`src/hw/rtl/hnbs_pkg.sv`:
```
// ----------------------------------------------------------------------------
// hnbs_pkg
// Shared types and constants for the HDLC NRZI bit-stuffing serializer.
// ----------------------------------------------------------------------------
package hnbs_pkg;

  localparam int unsigned ByteW   = 8;
  localparam int unsigned BitIdxW = $clog2(ByteW);
  localparam int unsigned RunW    = 3;

  // consecutive ones that trigger a stuffing zero
  localparam logic [RunW-1:0]    StuffRun = RunW'(5);
  localparam logic [BitIdxW-1:0] LastBit  = BitIdxW'(ByteW - 1);

  typedef enum logic [1:0] {
    ST_IDLE,
    ST_DATA,
    ST_STUFF
  } state_e;

  typedef struct packed {
    logic load;
    logic data_take;
    logic stuff_take;
    logic in_stuff;
  } cmd_t;

  typedef struct packed {
    logic stuff_req;
    logic last_bit;
    logic stuff_last;
  } status_t;

endpackage

```
`src/hw/rtl/hnbs_dp.sv`:
```
// ----------------------------------------------------------------------------
// hnbs_dp
// Datapath: byte shifter, bit index, NRZI tone and ones-run counter.
// ----------------------------------------------------------------------------
module hnbs_dp import hnbs_pkg::*; (
  input  logic             clk_i,
  input  logic             rst_ni,
  input  cmd_t             cmd_i,
  input  logic [ByteW-1:0] byte_in_i,
  input  logic             is_flag_i,
  output status_t          status_o,
  output logic             tone_sel_o,
  output logic             stuffed_o,
  output logic             last_o
);

  logic [ByteW-1:0]   shift_q, shift_d;
  logic [BitIdxW-1:0] idx_q, idx_d;
  logic               flag_q, flag_d;
  logic               tone_q, tone_d;
  logic [RunW-1:0]    ones_q, ones_d;
  logic [RunW-1:0]    ones_inc;
  logic               cur_bit;
  logic               stuff_req;
  logic               last_bit;
  logic               stuff_last;

  assign cur_bit    = shift_q[0];
  assign ones_inc   = ones_q + RunW'(1);
  assign stuff_req  = cur_bit & ~flag_q & (ones_inc >= StuffRun);
  assign last_bit   = (idx_q == LastBit);
  // index wraps to zero once the eighth bit is taken
  assign stuff_last = (idx_q == '0);

  assign status_o.stuff_req  = stuff_req;
  assign status_o.last_bit   = last_bit;
  assign status_o.stuff_last = stuff_last;

  assign tone_sel_o = cmd_i.in_stuff ? ~tone_q : (cur_bit ? tone_q : ~tone_q);
  assign stuffed_o  = cmd_i.in_stuff;
  assign last_o     = cmd_i.in_stuff ? stuff_last : (last_bit & ~stuff_req);

  always_comb begin
    shift_d = shift_q;
    idx_d   = idx_q;
    flag_d  = flag_q;
    tone_d  = tone_q;
    ones_d  = ones_q;
    if (cmd_i.load) begin
      shift_d = byte_in_i;
      idx_d   = '0;
      flag_d  = is_flag_i;
    end else if (cmd_i.data_take) begin
      if (cur_bit) begin
        if (!flag_q) begin
          ones_d = ones_inc;
        end
      end else begin
        tone_d = ~tone_q;
        ones_d = '0;
      end
      if (last_bit && flag_q) begin
        ones_d = '0;
      end
      shift_d = shift_q >> 1;
      idx_d   = idx_q + BitIdxW'(1);
    end else if (cmd_i.stuff_take) begin
      tone_d = ~tone_q;
      ones_d = '0;
    end
  end

  always_ff @(posedge clk_i or negedge rst_ni) begin
    if (!rst_ni) begin
      shift_q <= '0;
      idx_q   <= '0;
      flag_q  <= 1'b0;
      tone_q  <= 1'b0;
      ones_q  <= '0;
    end else begin
      shift_q <= shift_d;
      idx_q   <= idx_d;
      flag_q  <= flag_d;
      tone_q  <= tone_d;
      ones_q  <= ones_d;
    end
  end

endmodule

```
`src/hw/rtl/hnbs_ctrl.sv`:
```
// ----------------------------------------------------------------------------
// hnbs_ctrl
// Controller: sequences load, data symbols and stuffing symbols.
// ----------------------------------------------------------------------------
module hnbs_ctrl import hnbs_pkg::*; (
  input  logic    clk_i,
  input  logic    rst_ni,
  input  logic    in_valid_i,
  output logic    in_ready_o,
  output logic    out_valid_o,
  input  logic    out_ready_i,
  input  status_t status_i,
  output cmd_t    cmd_o
);

  state_e state_q, state_d;

  always_ff @(posedge clk_i or negedge rst_ni) begin
    if (!rst_ni) begin
      state_q <= ST_IDLE;
    end else begin
      state_q <= state_d;
    end
  end

  always_comb begin
    state_d     = state_q;
    in_ready_o  = 1'b0;
    out_valid_o = 1'b0;
    cmd_o       = '0;
    unique case (state_q)
      ST_IDLE: begin
        in_ready_o = 1'b1;
        if (in_valid_i) begin
          cmd_o.load = 1'b1;
          state_d    = ST_DATA;
        end
      end
      ST_DATA: begin
        out_valid_o = 1'b1;
        if (out_ready_i) begin
          cmd_o.data_take = 1'b1;
          if (status_i.stuff_req) begin
            state_d = ST_STUFF;
          end else if (status_i.last_bit) begin
            state_d = ST_IDLE;
          end
        end
      end
      ST_STUFF: begin
        out_valid_o    = 1'b1;
        cmd_o.in_stuff = 1'b1;
        if (out_ready_i) begin
          cmd_o.stuff_take = 1'b1;
          state_d = status_i.stuff_last ? ST_IDLE : ST_DATA;
        end
      end
      default: begin
        state_d = ST_IDLE;
      end
    endcase
  end

endmodule

```
`src/hw/rtl/hdlc_nrzi_bit_stuffing_serializer.sv`:
```
// ----------------------------------------------------------------------------
// hdlc_nrzi_bit_stuffing_serializer
// First symbol: valid in the cycle after a byte is accepted.
// Throughput: a byte is loaded, then sent as 8 to 10 symbols at one per cycle
// while out_ready_i is high; no new byte is taken until the last symbol is sent.
// Reset: asynchronous, active low; tone state clears to zero, run count clears.
// ----------------------------------------------------------------------------
module hdlc_nrzi_bit_stuffing_serializer import hnbs_pkg::*; (
  input  logic             clk_i,
  input  logic             rst_ni,
  input  logic             in_valid_i,
  output logic             in_ready_o,
  input  logic [ByteW-1:0] byte_in_i,
  input  logic             is_flag_i,
  output logic             out_valid_o,
  input  logic             out_ready_i,
  output logic             tone_sel_o,
  output logic             stuffed_o,
  output logic             last_o
);

  cmd_t    cmd;
  status_t status;

  hnbs_ctrl u_ctrl (
    .clk_i       (clk_i),
    .rst_ni      (rst_ni),
    .in_valid_i  (in_valid_i),
    .in_ready_o  (in_ready_o),
    .out_valid_o (out_valid_o),
    .out_ready_i (out_ready_i),
    .status_i    (status),
    .cmd_o       (cmd)
  );

  hnbs_dp u_dp (
    .clk_i      (clk_i),
    .rst_ni     (rst_ni),
    .cmd_i      (cmd),
    .byte_in_i  (byte_in_i),
    .is_flag_i  (is_flag_i),
    .status_o   (status),
    .tone_sel_o (tone_sel_o),
    .stuffed_o  (stuffed_o),
    .last_o     (last_o)
  );

endmodule
```
`config.mk`:
```
export PLATFORM = sky130hd
export DESIGN_NAME = hdlc_nrzi_bit_stuffing_serializer
export DESIGN_NICKNAME = d
export VERILOG_FILES = /design/src/hw/rtl/hnbs_pkg.sv /design/src/hw/rtl/hnbs_dp.sv /design/src/hw/rtl/hnbs_ctrl.sv /design/src/hw/rtl/hdlc_nrzi_bit_stuffing_serializer.sv
export SDC_FILE = /design/constraint.sdc
export NUM_CORES = 1
export LEC_CHECK = 0
export BUFFER_PORTS_ARGS = -buffer_cell sky130_fd_sc_hd__buf_2
export CORE_MARGIN = 2
export CORE_UTILIZATION = 50
export DETAILED_ROUTE_END_ITERATION = 7
export GPL_TIMING_DRIVEN = 0
export PLACE_DENSITY_LB_ADDON = 0.25
export SLEW_MARGIN = 10
export SYNTH_ARGS = -nofsm -noshare
export SYNTH_HDL_FRONTEND = slang
export SYNTH_HIERARCHICAL = 1
export SYNTH_SLANG_ARGS = --single-unit
```
`constraint.sdc`:
```
create_clock -name clk_i -period 4.46 [get_ports clk_i]
set_input_delay 0.446 -clock clk_i [delete_from_list [all_inputs] [get_ports clk_i]]
set_output_delay 0.446 -clock clk_i [all_outputs]
set_load 0.03 [all_outputs]
```
=== Word-level counts from Yosys, hierarchy flattened ===
Index checks and enable logic that the tools add are counted.
Widths: inputs -> output; s select.

* Register bits: 18
* Word-level logic and storage cells: 61

* Order comparisons: 1
* Muxes and demuxes: 28
* Reduce and logical (&&, ||, !) cells: 9
* Equal/unequal tests: 8
* $add $sub $neg: 2
* Bitwise logic cells: 7

{| class="wikitable"
|+ Operators by type and width
! kind !! count
|-
| $mux 3 || 7
|-
| $mux 8 || 2
|-
| $mux 1 || 12
|-
| $mux 2 || 6
|-
| $add 3x1->3 const B || 2
|-
| $ne 2x2->1 const B || 3
|-
| $pmux 2 s3 || 1
|-
| $ne 4x4->1 const B || 1
|-
| $not 1->1 || 4
|-
| $reduce_and 4->1 || 1
|-
| $reduce_bool 2->1 || 2
|-
| $and 1x1->1 || 3
|-
| $eq 3x3->1 const B || 1
|-
| $ge 3x3->1 const B || 1
|-
| $logic_not 3->1 || 1
|-
| $ne 3x1->1 const B || 1
|-
| $reduce_and 3->1 || 1
|-
| $eq 2x1->1 const B || 1
|-
| $eq 2x2->1 const B || 1
|-
| $logic_not 2->1 || 1
|-
| $reduce_and 2->1 || 1
|-
| $reduce_or 2->1 || 1
|-
| $logic_and 1x1->1 || 1
|}

=== Longest topological paths before layout ===
Gate-level depths: netlist of run 1.

* Depth after elaboration: 6
* Mapped depth: 8
* Depth with buffers taken out: 7

=== Cells and area by module ===
Netlist of run 1, hierarchy kept.

{| class="wikitable"
|+ By module, submodules not included
! module !! sequential area each (µm²) !! cells each !! area an instance (µm²) !! instances
|-
| hnbs_dp || 400.4 || 85 || 897.1 || 1
|-
| hnbs_ctrl || 50.0 || 22 || 225.2 || 1
|}

=== Least setup slack after synthesis of run 1 ===
OpenSTA, ideal clock, no wires.

* Path type: reg-to-output
* Start: register u_dp.ones_q[0]
* End: output last_o
* Slack: 2.372 ns
* Path buffers: 0
* Stages on the path, launching flop included: 6
* Arrival: 1.642 ns
* Cells stage by stage: dfrtp_1 > inv_1 > ha_1 > nor3b_1 > nor4b_1 > o21ai_0

* Word-level cells in the longest chain between the ends: 6

{| class="wikitable"
|+ RTL lines
! element !! RTL line !! text
|-
| start: declaration || hnbs_dp.sv:21 || <nowiki>logic [RunW-1:0] ones_q, ones_d;</nowiki>
|-
| start signal: assignment || hnbs_dp.sv:85 || <nowiki>ones_q <= ones_d;</nowiki>
|-
| $add 3x1->3 || hnbs_dp.sv:29 || <nowiki>assign ones_inc = ones_q + RunW'(1);</nowiki>
|-
| $ge 3x3->1 || hnbs_dp.sv:30 || <nowiki>assign stuff_req = cur_bit & ~flag_q & (ones_inc >= StuffRun);</nowiki>
|-
| $and 1x1->1 || hnbs_dp.sv:30 ||
|-
| named net u_dp.stuff_req || hnbs_dp.sv:24 || <nowiki>logic stuff_req;</nowiki>
|-
| $not 1->1 || hnbs_dp.sv:41 || <nowiki>assign last_o = cmd_i.in_stuff ? stuff_last : (last_bit & ~stuff_req);</nowiki>
|-
| $and 1x1->1 || hnbs_dp.sv:41 ||
|-
| $mux 1 || hnbs_dp.sv:41 ||
|-
| end: declaration || hdlc_nrzi_bit_stuffing_serializer.sv:19 || <nowiki>output logic last_o</nowiki>
|}

The timed path passes the listed nets, and every way through them passes these cells.

=== Worst setup path in the final report of run 1 ===
Ends and elaborated chain as after synthesis.

==> results of run 1 <==
==> per-layer routing <==
layer / track usage (%) / part of all wire, % / up-vias
li1: - / - / 403
met1: 20.4 / 45 / 387
met2: 26.9 / 50 / 12
met3: 5.26 / 3.9 / 2
met4: 6.58 / 0.94 / 0
met5: 0 / 0 / -
==> Yosys cell counts (all sizes together) (2+ instances only) <==
| cell | n | share of area [%] |
|---|---|---|
| nor2 | 6 | 2.0 |
| nor2b | 5 | 3.0 |
| nand2 | 8 | 2.7 |
| buf | 6 | 4.1 |
| nand2b | 5 | 2.8 |
| xnor2 | 3 | 2.3 |
| a22o | 2 | 1.6 |
| mux2 | 2 | 2.0 |
| ha | 11 | 12 |
| and2 | 3 | 1.7 |
| clkbuf | 2 | 0.67 |
| dfrtp | 18 | 40 |
| inv | 6 | 2.0 |
| mux2i | 10 | 8.9 |
| o21ai | 8 | 3.6 |
==> worst reg2reg max path, cell delays in order (launching register included) <==
cell and delay (ns):
dfrtp_1 0.43, inv_1 0.10, ha_1 0.22, and2_1 0.17, buf_6 0.13, and4b_1 0.16
or3_4 0.37, a221o_1 0.34
==> per-stage QoR <==
stage | setup WS (ns) | hold slack, ns
2_1_floorplan | 2.37 | 0.150
3_3_place_gp | 2.46 | 0.394
6_report | 2.11 | 0.0534
4_1_cts | 2.09 | 0.0591
5_1_grt | 2.01 | 0.0694
3_5_place_dp | 2.43 | 0.392
==> report_power, final <==
group	internal (uW)	total, uW	switching (uW)
logic	148	321	173
registers	228	274	46.2
clock network	49.7	99.4	49.6
total	425	694	269
==> cells by family (layout without fill, tap and decap cells) <==
group | after synthesis | after routing | share of synthesized area, %
multiplexers | 12 | 12 | 10.9
buffers and inverters | 14 | 35 | 6.80
flip-flops | 18 | 18 | 40.1
AND/OR/NAND/NOR | 33 | 33 | 17.4
adder cells (fa/ha/maj) | 11 | 11 | 12.3
AO/OA/AOI/OAI | 15 | 15 | 9.36
XOR/XNOR | 4 | 4 | 3.12
==> registers in the layout, summed over array words and instances, names as in the netlist <==
name,cells
u_ctrl/state_q,2
u_dp/flag_q,1
u_dp/idx_q,3
u_dp/ones_q,3
u_dp/shift_q,8
u_dp/tone_q,1
==> final timing paths <==
path / cells after the start / slack (ns) / endpoint / startpoint
setup / recovery: 6 / 2.11 / last_o / u_dp/ones_q[0]
max in group asynchronous: 1 / 4.12 / u_dp/shift_q[4] / rst_ni
min in group clk_i: 3 / 0.36 / u_dp/shift_q[0] / byte_in_i[0]
hold reg to reg: 1 / 0.50 / u_dp/tone_q / u_dp/tone_q
setup reg to reg: 7 / 2.43 / u_dp/ones_q[2] / u_ctrl/state_q[1]
hold / removal: 1 / 0.05 / u_dp/ones_q[2] / rst_ni
==> placed cells by master, fill, tap and decap left out, drive strengths merged <==
master,count
nor3b,1
and4bb,1
nand2,8
mux2i,10
or3,1
buf,23
nand2b,5
dfrtp,18
clkbuf,6
a21oi,1
xnor2,3
mux2,2
and3b,1
nor2,6
and2,3
a221o,1
nor4b,1
and4b,1
o221ai,1
o21ai,8
xor2,1
nor2b,5
ha,11
inv,6
o21bai,1
a32o,1
a22o,2
==> area by class of cell <==
cell class                      instances  area (um^2)  share of cell area (%)
Clock buffer                            4         36.3                    2.84
Sequential cell                        18          450                    35.2
Tap cell                               28         35.0                    2.74
Inverter                                6         22.5                    1.76
Timing Repair Buffer                   17         85.1                    6.65
Multi-Input combinational cell         75          596                    46.6
Buffer                                  8         53.8                    4.21
==> summary.md, run 1 <==
| Metric | Value |
|---|---|
| Antenna violations before repair | `0` |
| Initial Util | `around 52%` |
| CP bufs+invs | `2` |
| Ys flop type | `dfrtp_1` |
| Synthesized instance count | `107` |
| Dpl cells | `approximately 150` |
| Clk_lat worst skew | `between 0.2 and 0.3 ns` |
| Worst hold path class | `primary input to asynchronous set/reset pin` |
| Yosys warning total | `6` |
| Area growth syn-to-layout | `13.9%` |
| First-pass GRT wire length | `around 3200 um` |
| Status | `finished clean` |
| Hold Buf Count CTS | `0` |
| PD cells | `around 540 nW/um^2` |
| Nets@finish | `between 150 and 200` |
| Die width | `between 50 and 60 um` |
| Async S/R FF share, synth | `100%` |
| Layout cells sized above 1 | `25.8%` |
| Top cell family by delay on the critical path | `simple AND/OR/NAND/NOR gates` |
| Number of CTS-inserted buffers | `3` |
| Post-Layout Inst Area | `between 1000 and 1500 um^2` |
| Quantity of gates resized following cts | `0` |
| HPWL after DPL | `~1400 um` |
| Slowest stage cell, crit path | `nor4b_1` |
| Initial drt markers | `14` |
| Max frequency | `approximately 430 MHz` |
| DR vias/cell | `between 5 and 6` |
| Final setup vio count | `0` |
| Rows | `17` |
| Post-synth EDFFs | `0` |
| Period utilization | `a little over half` |
| Worst setup path category | `register to output pin` |
| Longest Clk Path Bufs | `2` |
| RSZ-0062 raised after global routing | `false` |
| Port Buf Inserts | `17` |
| Synth Cell Area | `about 1100 um^2` |
| Peak supply drop | `between 0.0002 and 0.0003 V` |
| All-Layer GR Usage | `around 17%` |
| Worst-path clk slew | `around 0.10 ns` |
| Placed cell area | `around 1200 um^2` |
| CTS tree | `done` |
| Htree depth | `1` |
| Crit. End Element | `output pin` |
| Hold Violations, Final | `0` |
| Final wirelength | `around 1800 um` |
| Util after Layout | `58.9%` |
| Pins over their slew limit | `0` |
| Seq/Total Area, Yosys | `roughly two fifths` |
| Die height | `between 50 and 60 um` |
| Gpl congestion | `0.733` |
| Measured slew at the worst slew-check pin | `~0.44 ns` |
| Yosys cell types | `30` |
| Register bit total from synthesis | `18` |
| CTS Root Cell | `clkbuf_4` |
| Critical Path Fanout Max | `3` |
| Pwr Total | `between 600 and 700 uW` |
| IO Pins | `18` |
| DRC viols | `0` |
| Grt total ovfl | `0` |
| Slowest stage delay, CP | `between 0.4 and 0.5 ns` |
| Largest net degree at the start of global routing | `19` |
| Die area | `around 2600 um^2` |
| Final Non-Filler Cells | `156` |
| Ant diodes | `0` |
| Minimum clock period | `roughly 2.3 ns` |
| Critical Path AT | `around 1.9 ns` |
| Vias in the first global route | `between 700 and 800` |
| Setup tns final | `0 ns` |
| Total core area | `approximately 2200 um^2` |
| Relative slew slack | `70.8%` |
| WP data required | `4.01 ns` |
| DRT Pass-1 Iters | `4` |
| Max Cap Violations | `0` |
| Clk_skew | `between 0.008 and 0.009 ns` |
| Setup bufs post-CTS | `0` |
| Via Count | `roughly 800` |
| Avg Cell Area, Syn | `about 10 um^2` |
| CTS sink count | `18` |
| Detail Route Antenna Nets | `0` |
| Worst-path cell chain | `inv_1, ha_1, nor3b_1, nor4b_1, o21ai_0, buf_2` |
| Syn Nets | `roughly 130` |
| Fillers | `between 200 and 250` |
| Leak | `0.000624 uW` |
| DR WL/cell | `roughly 12 um` |
| Critical Path Start Type | `register` |
(Power assumes the default switching activity.)
==> run 2: changes to the inputs <==
Settings changed: ABC_AREA set to 1.
Clock period 4.46 ns to 2.4 ns, I/O delays scaled along.
==> run 2 against run 1 <==
Against the previous run:
- clock skew decreased by 0.0072 ns
- clock power is 78% higher
- worst setup slack got worse by 1.5 ns
- register-to-register slack worse by 1.7 ns
- die area increased by 3.6%
- final cell count rose by 29%
- cell area increased by 4.2%
- routed wire length rose by 11%
==> summary.md, run 2 <==
| Metric | Value |
|---|---|
| Area contributors post-synth | `dfrtp_1 (39%), nand2_1 (14%), ha_1 (12%)` |
| DR vias/cell | `4.73 (-8.2%)` |
| Pins over their slew limit | `0 (unchanged)` |
| Synth Cell Area | `1170 um^2 (+3.9%)` |
| PD cells | `971 nW/um^2 (+79%)` |
| Levels on crit path | `6 (unchanged)` |
| Max Cap Violations | `0 (unchanged)` |
| Hold path endpoint | `u_dp/flag_q` |
| Peak supply drop | `0.000639 V (+120%)` |
| Worst-path cell chain | `inv_1, ha_1, nor2_1, xor2_1, inv_1, buf_2` |
| Gpl congestion | `0.845 (+15%)` |
| Largest Register | `u_dp/shift_q` |
| Syn Nets | `175 (+34%)` |
| Yosys top cell by area | `dfrtp_1` |
| Nets@finish | `198 (+29%)` |
| Max reg flops | `8 (unchanged)` |
| Setup slack, reg-to-reg | `0.76 ns (-1.67 ns)` |
| RSZ-0062 raised after global routing | `false` |
| Port Buf Inserts | `17 (unchanged)` |
| Largest net degree at the start of global routing | `19 (unchanged)` |
| Layout cells sized above 1 | `22.5% (-3.2 points)` |
| Critical Path Start Type | `register` |
| Critical Path AT | `1.57 ns (-0.33 ns)` |
| Longest Clk Path Bufs | `2 (unchanged)` |
| WP data required | `2.16 ns (-1.85 ns)` |
| Dpl cells | `196 (+29%)` |
| IO Pins | `18 (unchanged)` |
| Synthesized instance count | `151 (+41%)` |
| Slowest stage cell, crit path | `dfrtp_1` |
| Most common cell after layout, fill and taps aside | `nand2_1` |
| CTS sink count | `18 (unchanged)` |
| Die height | `52.3 um (+1.8%)` |
| CP bufs+invs | `3 (+1)` |
| Worst-path clk slew | `0.09 ns (about the same)` |
| Ys flop type | `dfrtp_1` |
| Reg2reg end | `u_ctrl/state_q[0]` |
| Rows | `17 (unchanged)` |
| Hold Violations, Final | `0 (unchanged)` |
| Placed cell area | `1290 um^2 (+3.5%)` |
| FF-to-FF path depth | `11 (+4)` |
| All-Layer GR Usage | `16.8% (+0.18 points)` |
| Final Non-Filler Cells | `201 (+29%)` |
| Hold depth | `3` |
| Ant diodes | `0 (unchanged)` |
| CTS Root Cell | `clkbuf_4` |
| Initial drt markers | `18 (+4)` |
| Register bit total from synthesis | `18 (unchanged)` |
| Setup bufs post-CTS | `0 (unchanged)` |
| Seq/Total Area, Yosys | `38.6% (-1.5 points)` |
| Clk_skew | `0.000857 ns (-0.00718 ns)` |
| Fillers | `211 (-2.8%)` |
| Antenna violations before repair | `0 (unchanged)` |
| Synth top area share | `38.6% (-1.5 points)` |
| Vias in the first global route | `863 (+14%)` |
| Hold WS | `0.151 ns (+0.0977 ns)` |
| Clk_lat worst skew | `0.28 ns (about the same)` |
| Minimum clock period | `1.81 ns` |
| DRC viols | `0 (unchanged)` |
| Post-synth EDFFs | `0 (unchanged)` |
| Yosys cell types | `23 (-23%)` |
| Most frequent CP cell | `inv_1` |
| Max frequency | `between 500 and 600 MHz` |
| Grt total ovfl | `0 (unchanged)` |
| Quantity of gates resized following cts | `0 (unchanged)` |
| Crit. End Element | `output pin` |
| Status | `finished clean` |
| Worst r2r src | `u_dp/ones_q[0]` |
| Via Count | `951 (+18%)` |
| Slowest stage delay, CP | `0.41 ns (about the same)` |
| Relative slew slack | `74.3% (+3.5 points)` |
| Area growth syn-to-layout | `14.3%` |
| Top flop regs | `u_dp/shift_q x8, u_dp/idx_q x3, u_dp/ones_q x3` |
| Yosys warning total | `6 (unchanged)` |
| HPWL after DPL | `1600 um (+14%)` |
| Post-synth top cells | `nand2_1 (44), inv_1 (22), dfrtp_1 (18)` |
| Avg Cell Area, Syn | `7.72 um^2 (-26%)` |
| Top cell family by delay on the critical path | `flip-flops` |
| Detail Route Antenna Nets | `0 (unchanged)` |
| Critical Path Fanout Max | `5 (+2)` |
| Worst setup path category | `register to output pin` |
| Top-count cell post-synth | `nand2_1` |
| Number of CTS-inserted buffers | `3 (unchanged)` |
| Async S/R FF share, synth | `100% (unchanged)` |
| Hold Buf Count CTS | `1 (+1)` |
| Final wirelength | `2000 um (+11%)` |
| Hold_sp | `is_flag_i` |
| Final setup vio count | `0 (unchanged)` |
| CTS tree | `done` |
| Measured slew at the worst slew-check pin | `0.385 ns (-0.0524 ns)` |
| First-pass GRT wire length | `3420 um (+6.4%)` |
| DR WL/cell | `9.97 um (-14%)` |
| Htree depth | `1 (unchanged)` |
| Total core area | `2210 um^2 (+2.0%)` |
| Die area | `2730 um^2 (+3.6%)` |
| Worst hold path class | `primary input to register` |
| Die width | `52.3 um (+1.8%)` |
| Post-Layout Inst Area | `1330 um^2 (+4.2%)` |
| DRT Pass-1 Iters | `7 (+3)` |
| Leak | `0.000775 uW (+24%)` |
| Most frequent cells in the layout | `nand2_1 (44), inv_1 (22), dfrtp_1 (18)` |
| Initial Util | `52.7% (+0.98 points)` |
| Period utilization | `75.2%` |
| Setup tns final | `0 ns (unchanged)` |
-- run 2: routing by layer --
layer | wire length, um | track usage (%) | vias up
met2 | 933 | 25.8 | 14
met5 | 0 | 0 | -
met1 | 986 | 23.2 | 427
li1 | - | - | 508
met4 | 10 | 7.69 | 0
met3 | 73 | 2.57 | 2
-- run 2: cell type report --
cell class / instances / area (um^2) / area share [%]
clock buffer: 4 / 36.3 / 2.72
buffer: 5 / 37.5 / 2.82
sequential: 18 / 450 / 33.8
inverter: 26 / 98.8 / 7.42
timing repair buffer: 18 / 95.1 / 7.14
tap: 28 / 35.0 / 2.63
multi-input combinational: 102 / 579 / 43.5
-- run 2: cell families (layout without fill, tap and decap cells) --
group,after synthesis,after routing,synth area share (%)
buf+inv,31,53,11.7
flops,18,18,38.6
fa+ha+maj,11,11,11.8
compound gates,16,16,9.55
simple gates,73,73,26.8
xor+xnor,2,2,1.50
-- run 2: worst max path at each step --
stage                            from                 to  slack, ns
global route        u_ctrl/state_q[0]         tone_sel_o       0.44
detailed placement     u_dp/ones_q[0]  u_ctrl/state_q[0]       0.76
global placement       u_dp/ones_q[0]  u_ctrl/state_q[0]       0.78
CTS                 u_ctrl/state_q[0]         tone_sel_o       0.56
finish              u_ctrl/state_q[0]         tone_sel_o       0.59
floorplan              u_dp/ones_q[0]  u_ctrl/state_q[0]       0.90
-- run 2: stage by stage --
stage | utilization [%] | power, uW | worst slack [ns]
final | 60.2 | 1290 | 0.594
after global placement | 58.1 | 1100 | 0.775
after detailed placement | 58.1 | 1120 | 0.756
after global routing | 60.2 | 1410 | 0.437
after floorplan | - | 980 | 0.902
after CTS | 60.2 | 1310 | 0.560
-- run 2: power breakdown --
part	internal, uW	switching [uW]
Clock	92.3	85.1
Combinational	229	392
Sequential	416	79.5
Total	737	557
-- run 2: tightest hold or removal path, stage by stage --
cell and delay, ns:
buf_2 0.07, nand2_1 0.04, nand2_1 0.05
